--- src/design/tgsr_pkg.sv ---
`default_nettype none

package tgsr_pkg;

   // Field widths of the request and response payloads.
   localparam int CMD_W   = 3;
   localparam int COORD_W = 6;
   localparam int TILE_W  = 17;
   localparam int SHIFT_W = 8;
   localparam int SIZE_W  = 7;

   // Command codes carried in the cmd field.
   localparam logic [CMD_W-1:0] CMD_WRITE  = 3'd0;
   localparam logic [CMD_W-1:0] CMD_READ   = 3'd1;
   localparam logic [CMD_W-1:0] CMD_SHIFT  = 3'd2;
   localparam logic [CMD_W-1:0] CMD_CLEAR  = 3'd3;
   localparam logic [CMD_W-1:0] CMD_RESIZE = 3'd4;

   // An empty cell holds -1.
   localparam logic [TILE_W-1:0] EMPTY_TILE = '1;

   // Main sequencer states.
   typedef enum logic [5:0] {
      ST_INIT  = 6'b000001,
      ST_IDLE  = 6'b000010,
      ST_SETUP = 6'b000100,
      ST_SHIFT = 6'b001000,
      ST_DRAIN = 6'b010000,
      ST_FILL  = 6'b100000
   } state_type;

   // Controls from the sequencer to the source walker.
   typedef struct packed {
      logic load;
      logic start;
      logic step;
      logic row_end;
   } walk_ctl_type;

   // Status from the source walker back to the sequencer.
   typedef struct packed {
      logic settled;
      logic src_ok;
   } walk_stat_type;

endpackage

`default_nettype wire

--- src/design/tgsr_src_walk.sv ---
`default_nettype none

// Walks the source coordinates of a shift in step with the destination sweep.
// Before the sweep, the start offsets are brought into range for a wrapping
// shift by repeated add or subtract of the grid size, one step per cycle.
module tgsr_src_walk import tgsr_pkg::*; #(
   parameter int MAX_WIDTH  = 64,
   parameter int MAX_HEIGHT = 64
) (
   input  logic                      clock,
   input  walk_ctl_type              ctl,
   input  logic                      wrap,
   input  logic signed [SHIFT_W-1:0] shift_x,
   input  logic signed [SHIFT_W-1:0] shift_y,
   input  logic [$clog2(MAX_WIDTH+1)-1:0]  width,
   input  logic [$clog2(MAX_HEIGHT+1)-1:0] height,
   output walk_stat_type             stat,
   output logic [((MAX_WIDTH  > 1) ? $clog2(MAX_WIDTH)  : 1)-1:0] src_col,
   output logic [((MAX_HEIGHT > 1) ? $clog2(MAX_HEIGHT) : 1)-1:0] src_row
);

   localparam int CB = (MAX_WIDTH  > 1) ? $clog2(MAX_WIDTH)  : 1;
   localparam int RB = (MAX_HEIGHT > 1) ? $clog2(MAX_HEIGHT) : 1;
   localparam int XW = ((CB > SHIFT_W - 1) ? CB : SHIFT_W - 1) + 2;
   localparam int YW = ((RB > SHIFT_W - 1) ? RB : SHIFT_W - 1) + 2;

   logic                 wrap_ff;
   logic signed [XW-1:0] x0_ff;
   logic signed [YW-1:0] y0_ff;
   logic signed [XW-1:0] x_ff;
   logic signed [YW-1:0] y_ff;
   logic signed [XW-1:0] w_s;
   logic signed [YW-1:0] h_s;
   logic signed [XW-1:0] x_inc;
   logic signed [YW-1:0] y_inc;
   logic                 x0_ok;
   logic                 y0_ok;

   assign w_s   = XW'(width);
   assign h_s   = YW'(height);
   assign x_inc = x_ff + XW'(1);
   assign y_inc = y_ff + YW'(1);

   // The start offsets are settled once both lie inside the grid, or at once without wrap.
   assign x0_ok = !x0_ff[XW-1] && (x0_ff < w_s);
   assign y0_ok = !y0_ff[YW-1] && (y0_ff < h_s);
   assign stat.settled = !wrap_ff || (x0_ok && y0_ok);

   // Without wrap, a source outside the grid leaves the cell empty.
   assign stat.src_ok = wrap_ff ||
                        (!x_ff[XW-1] && (x_ff < w_s) && !y_ff[YW-1] && (y_ff < h_s));

   assign src_col = x_ff[CB-1:0];
   assign src_row = y_ff[RB-1:0];

   // Start offsets: load the negated shift, then reduce it modulo the size.
   always_ff @(posedge clock) begin
      if (ctl.load) begin
         wrap_ff <= wrap;
         x0_ff   <= -(XW'(shift_x));
         y0_ff   <= -(YW'(shift_y));
      end else if (!stat.settled) begin
         if (x0_ff[XW-1]) begin
            x0_ff <= x0_ff + w_s;
         end else if (!x0_ok) begin
            x0_ff <= x0_ff - w_s;
         end
         if (y0_ff[YW-1]) begin
            y0_ff <= y0_ff + h_s;
         end else if (!y0_ok) begin
            y0_ff <= y0_ff - h_s;
         end
      end
   end

   // Source position follows the destination sweep in row-major order.
   always_ff @(posedge clock) begin
      if (ctl.start) begin
         x_ff <= x0_ff;
         y_ff <= y0_ff;
      end else if (ctl.step) begin
         if (ctl.row_end) begin
            x_ff <= x0_ff;
            y_ff <= (wrap_ff && (y_inc == h_s)) ? '0 : y_inc;
         end else begin
            x_ff <= (wrap_ff && (x_inc == w_s)) ? '0 : x_inc;
         end
      end
   end

endmodule

`default_nettype wire

--- config.mk ---
export PLATFORM = sky130hd
export DESIGN_NAME = tgsr_src_walk
export DESIGN_NICKNAME = d
export VERILOG_FILES = /design/src/design/tgsr_pkg.sv /design/src/design/tgsr_src_walk.sv
export SDC_FILE = /design/constraint.sdc
export NUM_CORES = 1
export LEC_CHECK = 0
export BUFFER_PORTS_ARGS = -buffer_cell sky130_fd_sc_hd__buf_2
export CAP_MARGIN = 20
export CORE_MARGIN = 4
export CORE_UTILIZATION = 55
export CTS_BUF_LIST = sky130_fd_sc_hd__clkbuf_8
export DETAILED_ROUTE_END_ITERATION = 6
export PLACE_DENSITY = 0.76
export SKIP_CTS_REPAIR_TIMING = 1
export SLEW_MARGIN = 25
export SYNTH_ARGS = -nofsm -noshare
export SYNTH_HDL_FRONTEND = slang
export SYNTH_SLANG_ARGS = --single-unit
export TNS_END_PERCENT = 100
--- constraint.sdc ---
create_clock -name clock -period 3.7 [get_ports clock]
set_input_delay 0.37 -clock clock [delete_from_list [all_inputs] [get_ports clock]]
set_output_delay 0.37 -clock clock [all_outputs]
set_load 0.05 [all_outputs]
==> impl_metrics.csv, run 1 <==
group,metric,value,unit
yosys,synth_enable_flop_cells,37,
cells_and_area,layout_commonest_cell,"nor2_1",
setup_path,worst-endpoint-required,3.33,ns
setup_path,cp_cell_sequence,"ha_1, o21ai_0, a21o_1, a31oi_1, a21oi_1, nand2b_1, buf_2",
placement,dp_cells,637,
outcome,status,"finished, final reports clean",
cts,numCtsBuffers,5,
yosys,synth_cell_types,64,
cts,htree_levels,2,
floorplan,die_h,97.1,um
yosys,ys_warn_count,0,
grt,grt-ovfl-total,0,
floorplan,die_x,97.1,um
cts,clock_tree.buffer_depth,2,
sta,worst_slack,0.683,ns
sta,final_max_slew_viol_count,0,
yosys,syn_nets,602,
grt,grt_pass1_wl,17600,um
setup_path,slowest_delay,0.53,ns
setup_path,crit_family,"compound AO/OA/AOI/OAI gates",
floorplan,rows,32,
routing,routed-via-count,3953,
grt,grt_use_total,22.3,%
placement,numPortBuffers,49,
sta,worst_pin_slew,0.794,ns
sta,setup_viol,0,
pwr,p_per_area,581,mW/mm^2
yosys,synth_flop_cell,"edfxtp_1",
sta,slew_headroom,46.7,%
cells_and_area,insertedDiodeCount,0,
cts,root_buffer,"clkbuf_8",
yosys,ys_ff_latch,37,
setup_path,crit_path_end_kind,"primary output",
grt,grt_pass1_vias,3695,
floorplan,dieArea,0.00943,mm^2
routing,wl_per_cell,16.6,um
yosys,async_reset_ff_share,0,%
yosys,syn_area,0.00437,mm^2
cts,clkSinkCount,37,
setup_path,critPathBufInv,1,
cts,cts_tree,"built",
sta,hold_violations,0,
floorplan,start_util,56.5,%
setup_path,path_class,"register to primary output",
placement,dp_hpwl,8540,um
yosys,synth_cells,516,
cts,path_clk_slew,0.08,ns
yosys,seq_area_frac_synth,25.5,%
cells_and_area,design_area,0.00466,mm^2
placement,post-place-ws,0.956,ns
sta,period_needed,3.02,ns
grt,antenna_found_initial,0,
cts,clkLatencyLatePin,0.29,ns
cells_and_area,area_growth,6.74,%
flow_run,maxCapViolations,0,
cells_and_area,mostFrequentLayoutCells,"nor2_1, buf_2, ha_1",
routing,ant_nets,0,
setup_path,slowest_stage,"a31oi_1",
floorplan,boundaryPins,50,
sta,finalSetupTns,0,ns
cells_and_area,final_nets,628,
sta,rsz0062_at_grt,"no",
placement,dpl_cell_area,0.00458,mm^2
sta,fmax,0.331,GHz
sta,finalClockSkew,0.00305,ns
sta,timing.final.crit_share,81.5,%
cells_and_area,layout.cells.non_filler,645,
routing,drt-pass1-iter-count,7,
grt,grt_max_degree,26,
pwr,p_leak,1.93,nW
routing,via_per_inst,6.13,
floorplan,core_area,0.00773,mm^2
cells_and_area,drive_gt1_share,13.3,%
routing,wl,10700,um
setup_path,cp-start-kind,"register",
routing,drt_iter0_drc,294,
setup_path,arrival,2.65,ns
min_path,hp-class,"input pin to register",
placement,routabilityCongestion,0.941,
pwr,irDropWorstVdd,209,uV
routing,drc,0,
yosys,synth.avg_cell_area,8.46,um^2
setup_path,cp_max_fo,8,
-- flip-flops by register name (all words and copies together), names as in the netlist --
name and flops:
x0_ff 9, y_ff 9, x_ff 9, y0_ff 9
wrap_ff 1
-- cells in the mapped netlist (all sizes together), types with 9 or more instances --
library cell / number / area share [%]
a21oi: 27 / 3.1
buf: 17 / 2.8
clkbuf: 15 / 1.3
edfxtp: 37 / 25
ha: 46 / 13
inv: 40 / 3.4
nand2: 29 / 2.5
nand3: 13 / 1.5
nand4: 10 / 1.4
nor2: 53 / 4.6
nor2b: 11 / 1.6
nor3: 20 / 2.3
o211ai: 10 / 1.7
o21ai: 23 / 2.6
o31ai: 9 / 1.5
xnor2: 28 / 5.6
xor2: 13 / 2.6
-- worst reg2reg max path, cell delays in order (launching register included) --
cell       delay [ns]
edfxtp_1         0.45
ha_1             0.34
nor2b_1          0.24
o2111ai_1        0.19
nand4_1          0.27
nand2_1          0.13
o21ai_1          0.64
-- where the power goes --
| group | internal, mW | switching, mW | leakage [nW] |
|---|---|---|---|
| logic | 0.644 | 0.946 | 1.50 |
| clock network | 0.128 | 0.155 | 0.0491 |
| registers | 0.637 | 0.198 | 0.376 |
-- cells by family after synthesis --
logic type	after synthesis	synth area share, %
adders and majority gates	50	15.0
muxes	5	1.18
DFF	37	25.5
AOI/OAI and AO/OA	130	20.6
buffers and inverters	72	7.48
and+or+nand+nor	179	21.0
xor gates and xnor gates	43	9.26
-- final cells by class --
type	instances	area, um^2
clock buffer	5	68.8
clock inverter	3	13.8
fill	700	3070
inverter	40	150
multi-input combinational	407	2930
sequential	37	1110
tap	102	128
timing repair buffer	51	260
-- final timing paths --
| check | to | slack (ns) | cells after the start | startpoint |
|---|---|---|---|---|
| max | stat[1] | 0.68 | 7 | y0_ff[2] |
| min | wrap_ff | 0.25 | 1 | wrap |
| min reg2reg | y_ff[3] | 0.67 | 2 | y0_ff[3] |
| max reg2reg | x0_ff[5] | 1.07 | 6 | x0_ff[1] |
-- per-layer routing --
metal  vias to the layer above  global-route usage (%)  routed length, um
li1                       1932                       -                  -
met1                      1843                    32.4               4980
met2                       159                    35.4               4830
met3                        19                    2.80                757
met4                         0                    5.51                132
met5                         -                       0                  0
-- per-stage QoR --
stage	power, mW	hold WS, ns	util, %
2_1_floorplan	2.06	0.469	-
3_3_place_gp	2.35	0.548	59.2
3_5_place_dp	2.39	0.552	59.2
4_1_cts	2.68	0.251	60.3
5_1_grt	2.91	0.248	60.3
6_report	2.71	0.254	60.3
No activity file was read; power rests on OpenSTA's default activity.
==> run 2: changes to the inputs <==
==> constraint.sdc (replaced) <==
create_clock -name clock -period 2.8 [get_ports clock]
set_input_delay 0.28 -clock clock [delete_from_list [all_inputs] [get_ports clock]]
set_output_delay 0.28 -clock clock [all_outputs]
set_load 0.05 [all_outputs]
==> impl_metrics.csv, run 2 (synthesized netlist as in run 1, its figures left out) <==
group,metric,value,unit
outcome,status,"finished, final reports clean",
sta,worst_slack,0.132,ns
pwr,comb_power_share,60.1,%
pwr,p_int,1.93,mW
grt,grt_pass1_vias,3672,
sta,rsz0062_at_grt,"no",
grt,grt_max_degree,26,
routing,wl,10700,um
routing,routed-via-count,4015,
cells_and_area,drive_gt1_share,15.0,%
cts,path_clk_slew,0.08,ns
sta,slew_headroom,51.5,%
floorplan,die_h,97.1,um
sta,finalClockSkew,0.00685,ns
sta,timing.hold.ws,0.162,ns
sta,fmax,0.375,GHz
flow_run,maxCapViolations,0,
setup_path,worst-endpoint-required,2.52,ns
grt,grt_use_total,22.5,%
sta,finalSetupTns,0,ns
min_path,hp-class,"input pin to register",
cts,root_buffer,"clkbuf_8",
pwr,switchingPower,1.73,mW
cells_and_area,layout_commonest_cell,"nor2_1",
cells_and_area,final_nets,640,
placement,dp_hpwl,8650,um
floorplan,rows,32,
cells_and_area,insertedDiodeCount,0,
floorplan,die_x,97.1,um
floorplan,dieArea,0.00943,mm^2
placement,numPortBuffers,49,
placement,post-place-ws,0.172,ns
routing,wl_per_cell,16.4,um
sta,worst_pin_slew,0.720,ns
cells_and_area,area_growth,8.86,%
sta,timing.final.crit_share,95.3,%
setup_path,crit_family,"simple AND/OR/NAND/NOR gates",
sta,final_max_slew_viol_count,0,
placement,routabilityCongestion,1.00,
setup_path,path_class,"register to primary output",
setup_path,slowest_stage,"edfxtp_1",
routing,drc,0,
routing,drt-pass1-iter-count,5,
pwr,p_total,3.66,mW
setup_path,slowest_delay,0.46,ns
floorplan,core_area,0.00773,mm^2
pwr,p_leak,1.98,nW
setup_path,cp-start-kind,"register",
cts,clkLatencyLatePin,0.29,ns
sta,setup_viol,0,
pwr,irDropWorstVdd,390,uV
pwr,p_per_area,771,mW/mm^2
pwr,seqPwrFrac,30.0,%
sta,hold_violations,0,
cts,clock_tree.buffer_depth,2,
setup_path,crit_path_end_kind,"primary output",
routing,via_per_inst,6.12,
setup_path,cp_cell_sequence,"ha_1, nor2b_1, o2111ai_2, nand4_1, buf_4, a21oi_1, nand2b_1, clkbuf_4",
grt,grt-ovfl-total,0,
setup_path,cp_max_fo,5,
grt,antenna_found_initial,0,
cts,htree_levels,2,
cts,numCtsBuffers,5,
cts,clkSinkCount,37,
setup_path,critPathBufInv,2,
grt,grt_pass1_wl,17900,um
sta,period_needed,2.67,ns
pwr,switching_share,47.2,%
routing,drt_iter0_drc,331,
cts,cts_tree,"built",
cells_and_area,num-fill-cells,673,
routing,ant_nets,0,
setup_path,arrival,2.39,ns
pwr,p_clk_share,9.9,%
floorplan,boundaryPins,50,
cells_and_area,mostFrequentLayoutCells,"nor2_1, buf_2, ha_1",
floorplan,start_util,56.5,%
## run 2: worst reg2reg max path, cell delays in order (launching register included)
cell and delay, ns:
edfxtp_1 0.46, ha_1 0.36, nor2b_1 0.25, o2111ai_2 0.17
nand4_1 0.16, nand2_1 0.08, o21ai_0 0.58, buf_4 0.26
## run 2: final timing paths
path         cells past startpoint     start  slack, ns       end
min reg2reg                      2  y0_ff[4]       0.67   y_ff[4]
max                              8  x0_ff[1]       0.13   stat[1]
min                              1      wrap       0.16   wrap_ff
max reg2reg                      7  x0_ff[1]       0.19  x0_ff[7]
## run 2: power by group through the flow
stage / Clock (mW) / Combinational [mW] / Sequential (mW)
after detailed placement: 0 / 2.15 / 1.10
after floorplan: 0 / 1.74 / 0.977
after CTS: 0.360 / 2.16 / 1.09
final: 0.361 / 2.20 / 1.10
after global placement: 0 / 2.11 / 1.09
after global routing: 0.388 / 2.43 / 1.13
## run 2: per-stage QoR
stage               cell area [um^2]  utilization [%]  instances
floorplan                       4370                -        516
global placement                4670             60.4        649
detailed placement              4670             60.4        649
CTS                             4740             61.4        656
global route                    4750             61.5        656
finish                          4750             61.5        656
## run 2: per-layer routing
layer | GRT usage, % | wire length (um) | share of wire [%]
met1 | 34.3 | 5040 | 47
met2 | 34.9 | 4780 | 45
met3 | 2.15 | 849 | 7.9
met4 | 4.64 | 70 | 0.65
met5 | 0 | 0 | 0
## run 2: layout make-up
| cell class | count | area (um^2) | area share (%) |
|---|---|---|---|
| clock buffers | 5 | 68.8 | 1.45 |
| clock inverters | 2 | 7.51 | 0.158 |
| inverters | 40 | 150 | 3.16 |
| multi-input cells | 407 | 2930 | 61.7 |
| flip-flops and latches | 37 | 1110 | 23.4 |
| well taps | 102 | 128 | 2.69 |
| repair buffers | 63 | 353 | 7.42 |
==> run 3: changes to the inputs <==
--- a/config.mk
+++ b/config.mk
@@ -8,10 +8,9 @@
 export BUFFER_PORTS_ARGS = -buffer_cell sky130_fd_sc_hd__buf_2
 export CAP_MARGIN = 20
 export CORE_MARGIN = 4
-export CORE_UTILIZATION = 55
+export CORE_UTILIZATION = 45
 export CTS_BUF_LIST = sky130_fd_sc_hd__clkbuf_8
 export DETAILED_ROUTE_END_ITERATION = 6
-export PLACE_DENSITY = 0.76
 export SKIP_CTS_REPAIR_TIMING = 1
 export SLEW_MARGIN = 25
 export SYNTH_ARGS = -nofsm -noshare
==> impl_metrics.csv, run 3 (synthesized netlist as in run 1, its figures left out) <==
group,metric,value,unit
grt,grt-ovfl-total,0,
placement,dp_cells,671,
cells_and_area,regArea,0.00111,mm^2
sta,timing.hold.ws,0.161,ns
sta,setup_viol,0,
grt,antenna_found_initial,0,
cells_and_area,design_area,0.00475,mm^2
min_path,min_from,"wrap",
routing,ant_nets,0,
placement,numPortBuffers,49,
cts,path_clk_slew,0.08,ns
pwr,irDropWorstVdd,253,uV
setup_path,cp-startpoint,"x0_ff[1]",
setup_path,arrival,2.37,ns
placement,dpl_cell_area,0.00466,mm^2
sta,slew_headroom,58.7,%
cts,root_buffer,"clkbuf_8",
cells_and_area,final_nets,636,
setup_path,r2r-start,"y0_ff[2]",
sta,period_needed,2.65,ns
setup_path,cp-start-kind,"register",
grt,grt_max_degree,26,
cts,clkLatencyLatePin,0.29,ns
placement,routabilityCongestion,0.926,
cells_and_area,num-fill-cells,922,
floorplan,die_h,106,um
setup_path,r2r_slack,0.39,ns
floorplan,boundaryPins,50,
floorplan,dieArea,0.0113,mm^2
setup_path,crit_path_end_kind,"primary output",
cells_and_area,area_growth,8.74,%
floorplan,core_area,0.00933,mm^2
sta,finalClockSkew,0.00506,ns
outcome,status,"finished, final reports clean",
routing,wl,11300,um
sta,final_max_slew_viol_count,0,
sta,hold_violations,0,
cells_and_area,insertedDiodeCount,0,
cells_and_area,layout_commonest_cell,"nor2_1",
cells_and_area,layout.cells.non_filler,679,
cts,clock_tree.buffer_depth,2,
setup_path,path_class,"register to primary output",
sta,worst_pin_slew,0.614,ns
routing,drc,0,
cells_and_area,multi_input_area,0.00293,mm^2
min_path,hp-class,"input pin to register",
cts,clkSinkCount,37,
sta,finalSetupTns,0,ns
grt,grt_pass1_vias,3677,
sta,fmax,0.378,GHz
pwr,p_total,3.64,mW
cells_and_area,drive_gt1_share,14.2,%
pwr,p_leak,1.96,nW
cts,htree_levels,2,
sta,timing.final.crit_share,94.5,%
routing,wl_per_cell,16.7,um
cts,numCtsBuffers,5,
floorplan,rows,35,
grt,grt_pass1_wl,18500,um
routing,routed-via-count,3914,
placement,dp_hpwl,9100,um
routing,drt_iter0_drc,314,
cts,cts_tree,"built",
routing,via_per_inst,5.76,
grt,grt_use_total,20.2,%
setup_path,worst-endpoint-required,2.52,ns
pwr,p_per_area,766,mW/mm^2
flow_run,maxCapViolations,0,
floorplan,die_x,106,um
cells_and_area,mostFrequentLayoutCells,"nor2_1, buf_2, ha_1",
setup_path,cp_max_fo,4,
routing,drt-pass1-iter-count,7,
floorplan,start_util,46.8,%
sta,rsz0062_at_grt,"no",
==> run 3: changes by cell type in the layout (fill, tap and decap cells not counted), sizes merged <==
cell and delta:
clkbuf -1, buf -3
==> run 3: final cells by class <==
cell class	instances	share of cell area [%]
Multi-Input combinational cell	407	61.7
Sequential cell	37	23.4
Timing Repair Buffer	59	6.75
Tap cell	129	3.40
Inverter	40	3.16
Clock buffer	5	1.45
Clock inverter	2	0.158
==> run 3: metrics by stage <==
step,utilization (%),setup WS [ns]
final,50.9,0.155
after CTS,50.8,0.0371
after global placement,50.0,0.327
after detailed placement,50.0,0.284
after floorplan,-,0.251
after global routing,50.9,0.0513
==> run 3: final timing paths <==
| check | to | depth (start not counted) |
|---|---|---|
| min reg2reg | y_ff[4] | 2 |
| max | stat[1] | 7 |
| max reg2reg | y0_ff[8] | 6 |
| min | wrap_ff | 1 |
==> run 3: power by group <==
group | total, mW | switching, mW | internal (mW)
Clock | 0.366 | 0.201 | 0.165
Combinational | 2.17 | 1.27 | 0.895
Sequential | 1.10 | 0.260 | 0.842
==> run 3: critical path, stage by stage (launching register included) <==
cell       delay [ns]
edfxtp_1         0.47
ha_1             0.35
nor2b_1          0.17
o2111ai_1        0.27
nand4_1          0.18
a21oi_1          0.22
nand2b_1         0.14
buf_2            0.27
==> run 3: metal layers <==
metal	global-route usage, %	wire, um	vias up
met5	0	0	-
met4	3.84	87	0
met3	2.91	675	8
met2	29.6	4710	125
met1	31.6	5830	1833
li1	-	-	1948
